[src/hw/rtl/lds_pkg.sv]
// Package for the 2x2 linear system solver: width constants and the
// sideband struct that travels with each item. No dependencies.
package lds_pkg;

	// Default operand width and output fraction bits.
	localparam int DataWidthDef   = 16;
	localparam int OutFracBitsDef = 16;

	// Result element width is fixed.
	localparam int OutWidth = 32;

	// Control bits that ride alongside each item through the pipeline.
	typedef struct packed {
		logic valid;
		logic neg0;
		logic neg1;
		logic sing;
	} lds_side_t;

endpackage

[src/hw/rtl/lds_div_cell.sv]
// One restoring-division cell: produces one quotient bit for both lanes
// and hands remainder, dividend and quotient to the next cell. Uses lds_pkg.
module lds_div_cell #(
	parameter int MW = 32,
	parameter int QW = 48
) (
	input  logic               clk,
	input  logic               arst_n,
	input  logic               en,
	input  lds_pkg::lds_side_t side_i,
	input  logic [MW-1:0]      div_i,
	input  logic [MW-1:0]      rem0_i,
	input  logic [MW-1:0]      rem1_i,
	input  logic [QW-1:0]      dvd0_i,
	input  logic [QW-1:0]      dvd1_i,
	input  logic [QW-1:0]      quo0_i,
	input  logic [QW-1:0]      quo1_i,
	output lds_pkg::lds_side_t side_o,
	output logic [MW-1:0]      div_o,
	output logic [MW-1:0]      rem0_o,
	output logic [MW-1:0]      rem1_o,
	output logic [QW-1:0]      dvd0_o,
	output logic [QW-1:0]      dvd1_o,
	output logic [QW-1:0]      quo0_o,
	output logic [QW-1:0]      quo1_o
);
	logic [MW:0] trial0, trial1, diff0, diff1;
	logic        ge0, ge1;

	// Shift in the next dividend bit and try a subtraction.
	always_comb begin
		trial0 = {rem0_i, dvd0_i[QW-1]};
		trial1 = {rem1_i, dvd1_i[QW-1]};
		diff0  = trial0 - {1'b0, div_i};
		diff1  = trial1 - {1'b0, div_i};
		ge0    = (trial0 >= {1'b0, div_i});
		ge1    = (trial1 >= {1'b0, div_i});
	end

	// Control state of the cell.
	always_ff @(posedge clk or negedge arst_n) begin
		if (!arst_n) begin
			side_o <= '0;
		end else if (en) begin
			side_o <= side_i;
		end
	end

	// Data handed to the neighbor.
	always_ff @(posedge clk) begin
		if (en) begin
			div_o  <= div_i;
			rem0_o <= ge0 ? diff0[MW-1:0] : trial0[MW-1:0];
			rem1_o <= ge1 ? diff1[MW-1:0] : trial1[MW-1:0];
			dvd0_o <= {dvd0_i[QW-2:0], 1'b0};
			dvd1_o <= {dvd1_i[QW-2:0], 1'b0};
			quo0_o <= {quo0_i[QW-2:0], ge0};
			quo1_o <= {quo1_i[QW-2:0], ge1};
		end
	end
endmodule

[config.mk]
export PLATFORM = sky130hd
export DESIGN_NAME = lds_div_cell
export DESIGN_NICKNAME = d
export VERILOG_FILES = /design/src/hw/rtl/lds_pkg.sv /design/src/hw/rtl/lds_div_cell.sv
export SDC_FILE = /design/constraint.sdc
export NUM_CORES = 1
export LEC_CHECK = 0
export ABC_AREA = 1
export BUFFER_PORTS_ARGS = -buffer_cell sky130_fd_sc_hd__buf_2
export CORE_AREA = 2 2 230 232
export DETAILED_ROUTE_END_ITERATION = 8
export DIE_AREA = 0 0 232 234
export HOLD_SLACK_MARGIN = 0.06
export PLACE_DENSITY = 0.49
export REMOVE_ABC_BUFFERS = 1
export SLEW_MARGIN = 20
export SYNTH_ARGS = -nofsm -noshare
export SYNTH_HDL_FRONTEND = slang
export SYNTH_SLANG_ARGS = --single-unit
export TNS_END_PERCENT = 5
[constraint.sdc]
create_clock -name clk -period 0.9 [get_ports clk]
set_input_delay 0.18 -clock clk [delete_from_list [all_inputs] [get_ports clk]]
set_output_delay 0.18 -clock clk [all_outputs]
set_load 0.02 [all_outputs]
==> key figures <==
Timing
  – Fin Clk Skew: 0 ns
  – Period utilisation layout: 185%
  – # setup viols final: 367
  – FMAX: 0.602 GHz
  – Minimum clock period: 1.66 ns
  – RSZ-0062 raised after global routing: true
  – Slew @ Worst Pin: 0.576 ns
  – Setup WS post-layout: -0.762 ns
  – Slew margin rel.: about 60%
  – Worst hold slack: 0.0840 ns
  – Final Hold Fails: 0
  – Slew Limit Fails: 0

Routing
  – First-pass iteration count of the detailed router: 5
  – Detail-routed via count per cell: around 4.4
  – Detailed-route via count: 15,289
  – WL per Instance: 18.6 um
  – Starting DRT DRC Count: 767
  – WL final: ~64,000 um
  – Routed Antenna Nets: 0
  – DRC errors left: 0

Floorplan
  – Die height: about 230 um
  – Initial Util: 28.9%
  – Rows: 84
  – Core ar.: around 52,000 um^2
  – Die width: 232 um
  – Die Area: about 54,000 um^2
  – Top Ports: just under 600

Synth
  – Synth unique cells: 35
  – Ys async rst share: between 1 and 1.5%
  – Sequential share of the synthesized area: 57.8%
  – Syn_area_per_cell: ~9.4 um^2
  – Most common cell in the netlist: nand2_1
  – Yosys top cell by area: edfxtp_1
  – Top cells by count, synth: 570 x nand2_1, 286 x edfxtp_1, 277 x inv_1, 111 x nand3_1, 75 x nor2_1
  – Top-area cell type share of the netlist area: 57.2%
  – Yosys warning total: 0
  – Top cells by area, synth: edfxtp_1 57%, nand2_1 14%, inv_1 6.9%
  – Mapped Cells: 1,592
  – Post-synth EDFFs: 286
  – Mapped Area: 15,000 um^2
  – Main flop type after synthesis: edfxtp_1
  – Post-synthesis register bit count: 290

Min path
  – HP Class: in2reg
  – Hold_sp: en
  – Hold path cells: 3
  – Min-Delay Endpoint: side_o[0]

Placed design
  – Dpl hpwl: 48,000 um
  – PortBufs: about 580
  – Routability cong.: 0.904

Worst setup path
  – Critical Path Fanout Max: 8
  – Worst EP arrival: approximately 2.1 ns
  – Crit-path max cell delay: roughly 0.37 ns
  – Crit path max-delay family: simple AND/OR/NAND/NOR gates
  – R2R depth: 1
  – Startpoint types: input pin
  – FF-to-FF setup slack: between 0.1 and 0.15 ns
  – WP buf/inv: 5
  – CP Data Required Time: between 1 and 1.5 ns
  – R2R Path End: side_o[1]
  – Slowest stage cell, crit path: ha_4
  – CP cell instances: buf_8 > clkinvlp_4 > ha_4 > nand2_4 > nor2_4 > inv_2 > nor2_4 > inv_2 > nor3_4 > nand2_8 > buf_12 > nand2_8 > nand2_1 > nand2_1
  – Worst reg2reg path startpoint: side_o[1]
  – Crit. End Element: flip-flop
  – Critical path class: in2reg

Clock tree
  – Clock Pin Slew Worst Setup and Hold Paths: 0.06 ns
  – H-tree depth: 1
  – CTS tree: built
  – CTS root buf: clkbuf_16
  – Clock sinks: 290
  – Total CTS buffers: 31
  – Clock buffer depth: 3
  – Clock latency on the worst-skew pair: around 0.59 ns

Global route
  – Vias in the first global route: ~15,000
  – GRT Residual Overflow: 0
  – Largest net degree at the start of global routing: 33
  – Gr usage total: 21.5%
  – Initial antenna violation count: 4
  – Global-route wire length before repair: between 80,000 and 90,000 um

Pwr
  – Sw frac: 30.6%
  – NetSw: approximately 0.013 W
  – Clock power frac: 30.1%
  – Reg power frac: 40.3%
  – Worst IR Drop VDD: 1230 uV
  – Combinational Power Share: 29.6%
  – Total power: 0.0418 W
  – PwrDens: 1590 nW/um^2
  – Leak: 12.8 nW
  – Internal power: 0.0290 W

Status
  – Failing checks: setup timing
  – Status: complete, but fails checks

Layout
  – Share of cells above drive strength 1: roughly two fifths
  – Register cell area after layout: 8690 um^2
  – Util after Layout: 50.6%
  – Filler cell count: 4,838
  – Multi-input gate area: around 6200 um^2
  – NumNets Final: 3,111
  – Area delta synth->final: 75.3%

Job
  – Total of max-cap violations: 0
-- per-layer routing --
metal	routed length, um	global-route usage, %
met1	24300	24.3
met3	3000	2.71
met4	3160	9.09
met2	33800	40.7
met5	36	0
-- tightest hold or removal path, delay by kind of cell --
kind	cells	cell delay, ns
buf+inv	2	0.25
mux	1	0.18
-- layout by cell type, fill, tap and decap left out, types with 35 or more instances in the layout --
cell,count
buf_6,56
nor2_1,58
nand3_2,48
nand2_2,56
inv_1,250
a21oi_1,35
dlygate4sd3_1,288
nand3_1,78
clkbuf_16,35
edfxtp_1,286
buf_2,525
buf_4,243
ha_4,36
nand2_1,523
-- area by class of cell --
class	count	area share (%)
diodes	1	0.00950
clock buffers	38	3.05
clock inverters	19	0.708
inverters	281	4.09
multi-input cells	1005	23.5
flip-flops and latches	290	33.0
well taps	688	3.27
repair buffers	1141	32.4
-- repair_timing --
action	CTS	global route
hold endpoints to repair	305	8
setup buffers	2	9
gates resized for setup	112	216
pin swaps	3	56
hold buffers	288	2
setup endpoints to repair	356	363
cloned	1	9
-- power by group through the flow --
stage                     registers [W]  clock network, W  logic [W]
after floorplan                  0.0187                 0    0.00326
after global placement           0.0170                 0     0.0100
after detailed placement         0.0170                 0     0.0101
after CTS                        0.0168            0.0129     0.0115
after global routing             0.0169            0.0133     0.0133
final                            0.0168            0.0126     0.0124
-- per-stage QoR --
step / area (um^2) / TNS, ns / setup slack (ns) / cells
final: 26300 / -163.33 / -0.762 / 3463
after floorplan: 14900 / -80.86 / -1.26 / 1572
after detailed placement: 20700 / -117.19 / -1.42 / 3094
after global routing: 26300 / -177.68 / -0.803 / 3463
after global placement: 20700 / -116.76 / -1.44 / 3094
after CTS: 25100 / -169.85 / -0.724 / 3442
-- how the worst max path moves through the flow --
stage | start | end | slack, ns | cells past startpoint
final | div_i[22] | rem0_o[11] | -0.76 | 14
after detailed placement | div_i[24] | rem0_o[31] | -1.42 | 13
after CTS | div_i[22] | rem0_o[11] | -0.72 | 13
after floorplan | div_i[28] | rem1_o[0] | -1.26 | 10
after global routing | div_i[22] | rem0_o[6] | -0.80 | 14
after global placement | div_i[24] | rem1_o[19] | -1.44 | 14
-- logic make-up after synthesis --
group	count (synthesis)	synth area share, %
compound gates	44	1.54
xor+xnor	28	1.63
fa+ha+maj	66	5.60
buf+inv	302	8.17
flops	290	57.8
mux	4	0.300
other cells	1	0.0250
simple gates	857	24.9
-- sequential cells by signal, indices dropped and copies added, names as in the netlist --
register	count
div_o	32
dvd0_o	47
dvd1_o	47
quo0_o	48
quo1_o	48
rem0_o	32
rem1_o	32
side_o	4
Note: power is estimated with default switching activity, not from simulation.
