## src/hw/rtl/lds_pkg.sv

```systemverilog
// Package for the 2x2 linear system solver: width constants and the
// sideband struct that travels with each item. No dependencies.
package lds_pkg;

	// Default operand width and output fraction bits.
	localparam int DataWidthDef   = 16;
	localparam int OutFracBitsDef = 16;

	// Result element width is fixed.
	localparam int OutWidth = 32;

	// Control bits that ride alongside each item through the pipeline.
	typedef struct packed {
		logic valid;
		logic neg0;
		logic neg1;
		logic sing;
	} lds_side_t;

endpackage

```

## src/hw/rtl/lds_front.sv

```systemverilog
// Front end of the solver: products, determinant and numerators, then
// magnitudes and signs ready for the divider chain. Uses lds_pkg.
module lds_front #(
	parameter int DATA_WIDTH    = lds_pkg::DataWidthDef,
	parameter int OUT_FRAC_BITS = lds_pkg::OutFracBitsDef
) (
	input  logic                                    clk,
	input  logic                                    arst_n,
	input  logic                                    en,
	input  logic                                    in_valid,
	input  logic signed [DATA_WIDTH-1:0]            a00,
	input  logic signed [DATA_WIDTH-1:0]            a01,
	input  logic signed [DATA_WIDTH-1:0]            a10,
	input  logic signed [DATA_WIDTH-1:0]            a11,
	input  logic signed [DATA_WIDTH-1:0]            b0,
	input  logic signed [DATA_WIDTH-1:0]            b1,
	output lds_pkg::lds_side_t                      side,
	output logic [2*DATA_WIDTH-1:0]                 divisor,
	output logic [2*DATA_WIDTH+OUT_FRAC_BITS-1:0]   dvd0,
	output logic [2*DATA_WIDTH+OUT_FRAC_BITS-1:0]   dvd1
);
	localparam int PW = 2 * DATA_WIDTH;
	localparam int SW = PW + 1;
	localparam int MW = PW;
	localparam int QW = MW + OUT_FRAC_BITS;

	logic              v_s1, v_s2, v_s3;
	logic signed [PW-1:0] pad_s1, pbc_s1, p0a_s1, p0b_s1, p1a_s1, p1b_s1;
	logic signed [SW-1:0] det_s2, n0_s2, n1_s2;
	logic [MW-1:0]        mdet_s3, mn0_s3, mn1_s3;
	logic                 neg0_s3, neg1_s3, sing_s3;
	logic [SW-1:0]        adet, an0, an1;

	// Valid bits of the three front stages.
	always_ff @(posedge clk or negedge arst_n) begin
		if (!arst_n) begin
			v_s1 <= 1'b0;
			v_s2 <= 1'b0;
			v_s3 <= 1'b0;
		end else if (en) begin
			v_s1 <= in_valid;
			v_s2 <= v_s1;
			v_s3 <= v_s2;
		end
	end

	// Absolute values of the exact differences.
	always_comb begin
		adet = det_s2[SW-1] ? SW'(-det_s2) : SW'(det_s2);
		an0  = n0_s2[SW-1]  ? SW'(-n0_s2)  : SW'(n0_s2);
		an1  = n1_s2[SW-1]  ? SW'(-n1_s2)  : SW'(n1_s2);
	end

	// Stage one forms the six products, stage two the differences,
	// stage three the magnitudes and quotient signs.
	always_ff @(posedge clk) begin
		if (en) begin
			pad_s1  <= PW'(a00) * PW'(a11);
			pbc_s1  <= PW'(a10) * PW'(a01);
			p0a_s1  <= PW'(a11) * PW'(b0);
			p0b_s1  <= PW'(a01) * PW'(b1);
			p1a_s1  <= PW'(a00) * PW'(b1);
			p1b_s1  <= PW'(a10) * PW'(b0);
			det_s2  <= SW'(pad_s1) - SW'(pbc_s1);
			n0_s2   <= SW'(p0a_s1) - SW'(p0b_s1);
			n1_s2   <= SW'(p1a_s1) - SW'(p1b_s1);
			mdet_s3 <= adet[MW-1:0];
			mn0_s3  <= an0[MW-1:0];
			mn1_s3  <= an1[MW-1:0];
			neg0_s3 <= n0_s2[SW-1] ^ det_s2[SW-1];
			neg1_s3 <= n1_s2[SW-1] ^ det_s2[SW-1];
			sing_s3 <= (det_s2 == '0);
		end
	end

	assign side.valid = v_s3;
	assign side.neg0  = neg0_s3;
	assign side.neg1  = neg1_s3;
	assign side.sing  = sing_s3;
	assign divisor    = mdet_s3;
	assign dvd0       = QW'(mn0_s3) << OUT_FRAC_BITS;
	assign dvd1       = QW'(mn1_s3) << OUT_FRAC_BITS;
endmodule

```

## config.mk

```make
export PLATFORM = sky130hd
export DESIGN_NAME = lds_front
export DESIGN_NICKNAME = d
export VERILOG_FILES = /design/src/hw/rtl/lds_pkg.sv /design/src/hw/rtl/lds_front.sv
export SDC_FILE = /design/constraint.sdc
export NUM_CORES = 2
export LEC_CHECK = 0
export ABC_CLOCK_PERIOD_IN_PS = 5700
export BUFFER_PORTS_ARGS = -buffer_cell sky130_fd_sc_hd__buf_2
export CORE_ASPECT_RATIO = 1.25
export CORE_UTILIZATION = 61
export CTS_CLUSTER_SIZE = 10
export DETAILED_ROUTE_END_ITERATION = 8
export PLACE_DENSITY = 0.84
export SETUP_SLACK_MARGIN = 0.4
export SYNTH_ARGS = -nofsm -noshare
export SYNTH_HDL_FRONTEND = slang
export SYNTH_SLANG_ARGS = --single-unit
```

## constraint.sdc

```tcl
create_clock -name clk -period 5.7 [get_ports clk]
set_input_delay 0.57 -clock clk [delete_from_list [all_inputs] [get_ports clk]]
set_output_delay 0.57 -clock clk [all_outputs]
set_load 0.01 [all_outputs]
```

==> results.md <==
- Worst Path Required: between 6 and 7 ns
- Buf/Inv on CP: 8
- Fin. max-slew vios: 0
- Synth cell types: between 70 and 80
- Clk_skew: 0.0381 ns
- CP peak stage delay: ~0.66 ns
- Sequential share of the synthesized area: between 15 and 20%
- Final setup viols: 66
- CTS tree: built
- DP Wirelength: around 170 mm
- Die Wd: roughly 320 µm
- Failing checks: negative setup slack
- Fin crit share: 111%
- Row cnt: 146
- Critical path class: input pin to register
- Arrival @ worst endpoint: between 6 and 7 ns
- Yosys Warn Count: 0
- Flops & latches, synth: roughly 400
- Min-delay worst type: input pin to register
- Critical path's top delay family: adder cells
- Critical path startpoint category: input pin
- Clk_lat worst skew: about 0.66 ns
- CTS max path bufs: 3
- Vias in the first global route: 68.4k
- Vias per cell: between 5 and 6
- Overflow left after global routing: 0
- Core Area: about 0.13 mm²
- Maximum clock frequency: between 150 and 200 MHz
- Critical path capture point type: register
- Top flop regs: det_s2: 33 flops, n0_s2: 33 flops, n1_s2: 33 flops
- Gp weighted congestion: roughly 1
- CTS H-tree depth: 2
- Total GRT Usage: 36.1%
- Final min period: ~6.3 ns
- Final Instance Area: 0.0947 mm²
- Final worst slack: -0.647 ns
- Dominant synthesized flop cell: edfxtp_1
- Syn_area_per_cell: between 9 and 10 µm²
- Die Span Y: ~400 µm
- Maxcap violations: 0
- Area Growth Syn to Fin: 21.9%
- Largest net degree at the start of global routing: ~180
- Async SR Flop Fraction: 0.763%
- RSZ-0062 raised after global routing: yes
- Port Buf Inserts: around 200
- CTS Sinks: 393
- Layout cells sized above 1: roughly 23%
- Via Count: ~64k
- Residual DRC: 0
- Initial Util: between 60% and 70%
- Cells after Synth: between 7k and 8k
- Critical-path top delay cell: fa_1
- IO Count: between 200 and 250
- Global-route wire length before repair: between 300 and 400 mm
- CTS Buf Count: 49
- Synthesized area: between 0.07 and 0.08 mm²
- Clock-pin slew on the worst setup and hold paths: 0.07 ns
- Wire length per cell: between 20 and 25 µm
- Post-place instance area: about 0.09 mm²
- Post-synth EDFFs: between 300 and 400
- Critical path fanouts, max: 8
- Die area: roughly 0.13 mm²
- Post-DRT Antenna Nets: 0
- Initial antenna violation count: 21
- Fin. Hold Viols: 0
- Outcome: complete, but fails checks
- Most used cell, CP: fa_1
- Nets: about 11k
- Slew margin rel.: between 20% and 30%
- Starting DRT DRC Count: between 6k and 7k
- CTS Root Cell: clkbuf_16
- Slew @ Worst Pin: about 1.1 ns
- Routed WL: 249 mm
- TritonRoute pass-1 iters: 8
==> cells by family (layout without fill, tap and decap cells) <==
group / count (synthesis) / in the layout / share of synthesized area [%]
buffers and inverters: 2212 / 3270 / 10.9
adders and majority gates: 2166 / 2166 / 50.1
and+or+nand+nor: 2082 / 2082 / 13.5
AOI/OAI and AO/OA: 726 / 726 / 6.04
DFF: 393 / 393 / 15.2
xor gates and xnor gates: 376 / 376 / 4.24
muxes: 8 / 8 / 0.108
other: 1 / 44 / 0.00483
==> worst reg2reg max path, cell delays in order, from the launching register on <==
cell and delay [ns]:
edfxtp_1 0.36, inv_1 0.14, ha_1 0.41, nand3_1 0.20, or3_1 0.39, o21ai_0 0.51, a31oi_1 0.22, o21ai_0 0.48
a31oi_1 0.26, o211ai_1 0.29, xor2_1 0.36
==> Yosys cell counts, types with 32 or more instances <==
| cell | instances | area, µm² |
|---|---|---|
| xnor2_1 | 314 | 2750 |
| nand2_1 | 838 | 3150 |
| a21oi_1 | 201 | 1010 |
| o21a_1 | 32 | 240 |
| buf_4 | 36 | 270 |
| inv_1 | 1876 | 7040 |
| nor3_1 | 45 | 225 |
| a21o_1 | 89 | 668 |
| o21ai_0 | 161 | 806 |
| nor2b_1 | 38 | 238 |
| fa_1 | 1575 | 31500 |
| nand2b_1 | 58 | 363 |
| o21bai_1 | 32 | 240 |
| ha_1 | 591 | 7390 |
| nand3_1 | 44 | 220 |
| clkbuf_1 | 296 | 1110 |
| edfxtp_1 | 390 | 11700 |
| and2_1 | 762 | 4770 |
| nor2_1 | 169 | 634 |
| xor2_1 | 62 | 543 |
| o31ai_1 | 33 | 248 |
==> what timing repair did <==
item,in CTS,in global routing
pin swaps,235,298
endpoints found under the setup margin,103,112
setup buffers,88,81
hold buffers,1,0
gates resized for setup,491,376
endpoints found under the hold margin,3,0
cloned,9,1
==> layout make-up <==
type                            count  area [µm²]
Multi-Input combinational cell   5390       60800
Fill cell                        7335       31900
Sequential cell                   393       11800
Timing Repair Buffer             1317       11500
Inverter                         1876        7050
Tap cell                         1702        2130
Clock buffer                       64        1290
Clock inverter                     13         140
Antenna cell                       12        30.0
==> placed cells by master, fill, tap and decap left out, types with 21 or more instances in the layout <==
cell type / count
nand3_1: 36
xnor2_1: 288
xnor2_2: 22
o21a_1: 32
buf_4: 938
nor2b_1: 30
a21o_1: 89
nand2b_1: 55
buf_8: 27
a21oi_1: 137
and2_1: 677
clkbuf_16: 50
nor3_1: 38
ha_1: 520
edfxtp_1: 390
and2_4: 85
o21ai_2: 36
buf_2: 116
ha_4: 55
and3_1: 21
o21bai_1: 29
nand2_1: 800
nor2_1: 148
inv_2: 88
a21oi_2: 53
o31ai_1: 29
buf_12: 71
fa_1: 1473
fa_2: 102
conb_1: 32
or3_1: 23
inv_1: 1785
o21ai_0: 108
buf_6: 151
nand2_2: 30
xor2_1: 59
==> stage by stage <==
step	worst slack (ns)	hold slack (ns)	util, %	TNS, ns	instances
CTS	-0.301	0.145	73.2	-2.73	10700
floorplan	-0.579	0.274	-	-5.40	7995
global placement	-1.13	0.362	69.9	-59.85	10500
global route	-0.725	0.166	74.8	-26.19	10800
finish	-0.647	0.159	74.8	-18.88	10800
detailed placement	-1.25	0.366	69.9	-71.28	10500
==> worst paths after layout <==
check,start,to,slack [ns],cells past startpoint
max,a11[5],p0a_s1[31]$_DFFE_PP_,-0.65,25
min,in_valid,v_s1$_DFFE_PN0P_,0.16,2
max reg2reg,pbc_s1[9]$_DFFE_PP_,det_s2[31]$_DFFE_PP_,1.87,10
min reg2reg,v_s3$_DFFE_PN0P_,v_s3$_DFFE_PN0P_,0.51,1
max in group asynchronous,arst_n,v_s1$_DFFE_PN0P_,5.34,2
min in group asynchronous,arst_n,v_s2$_DFFE_PN0P_,0.25,2
==> layer usage <==
layer | GRT usage [%] | wire length [µm] | up-vias
met5 | 0 | 287 | -
met4 | 31.0 | 27500 | 28
met3 | 7.76 | 27100 | 1750
met2 | 59.1 | 117000 | 4315
met1 | 40.0 | 76800 | 31700
li1 | - | - | 26200
Power is left out: the tool's default activity adds up to more than one toggle a clock period on the data nets, which glitch-free logic cannot reach.
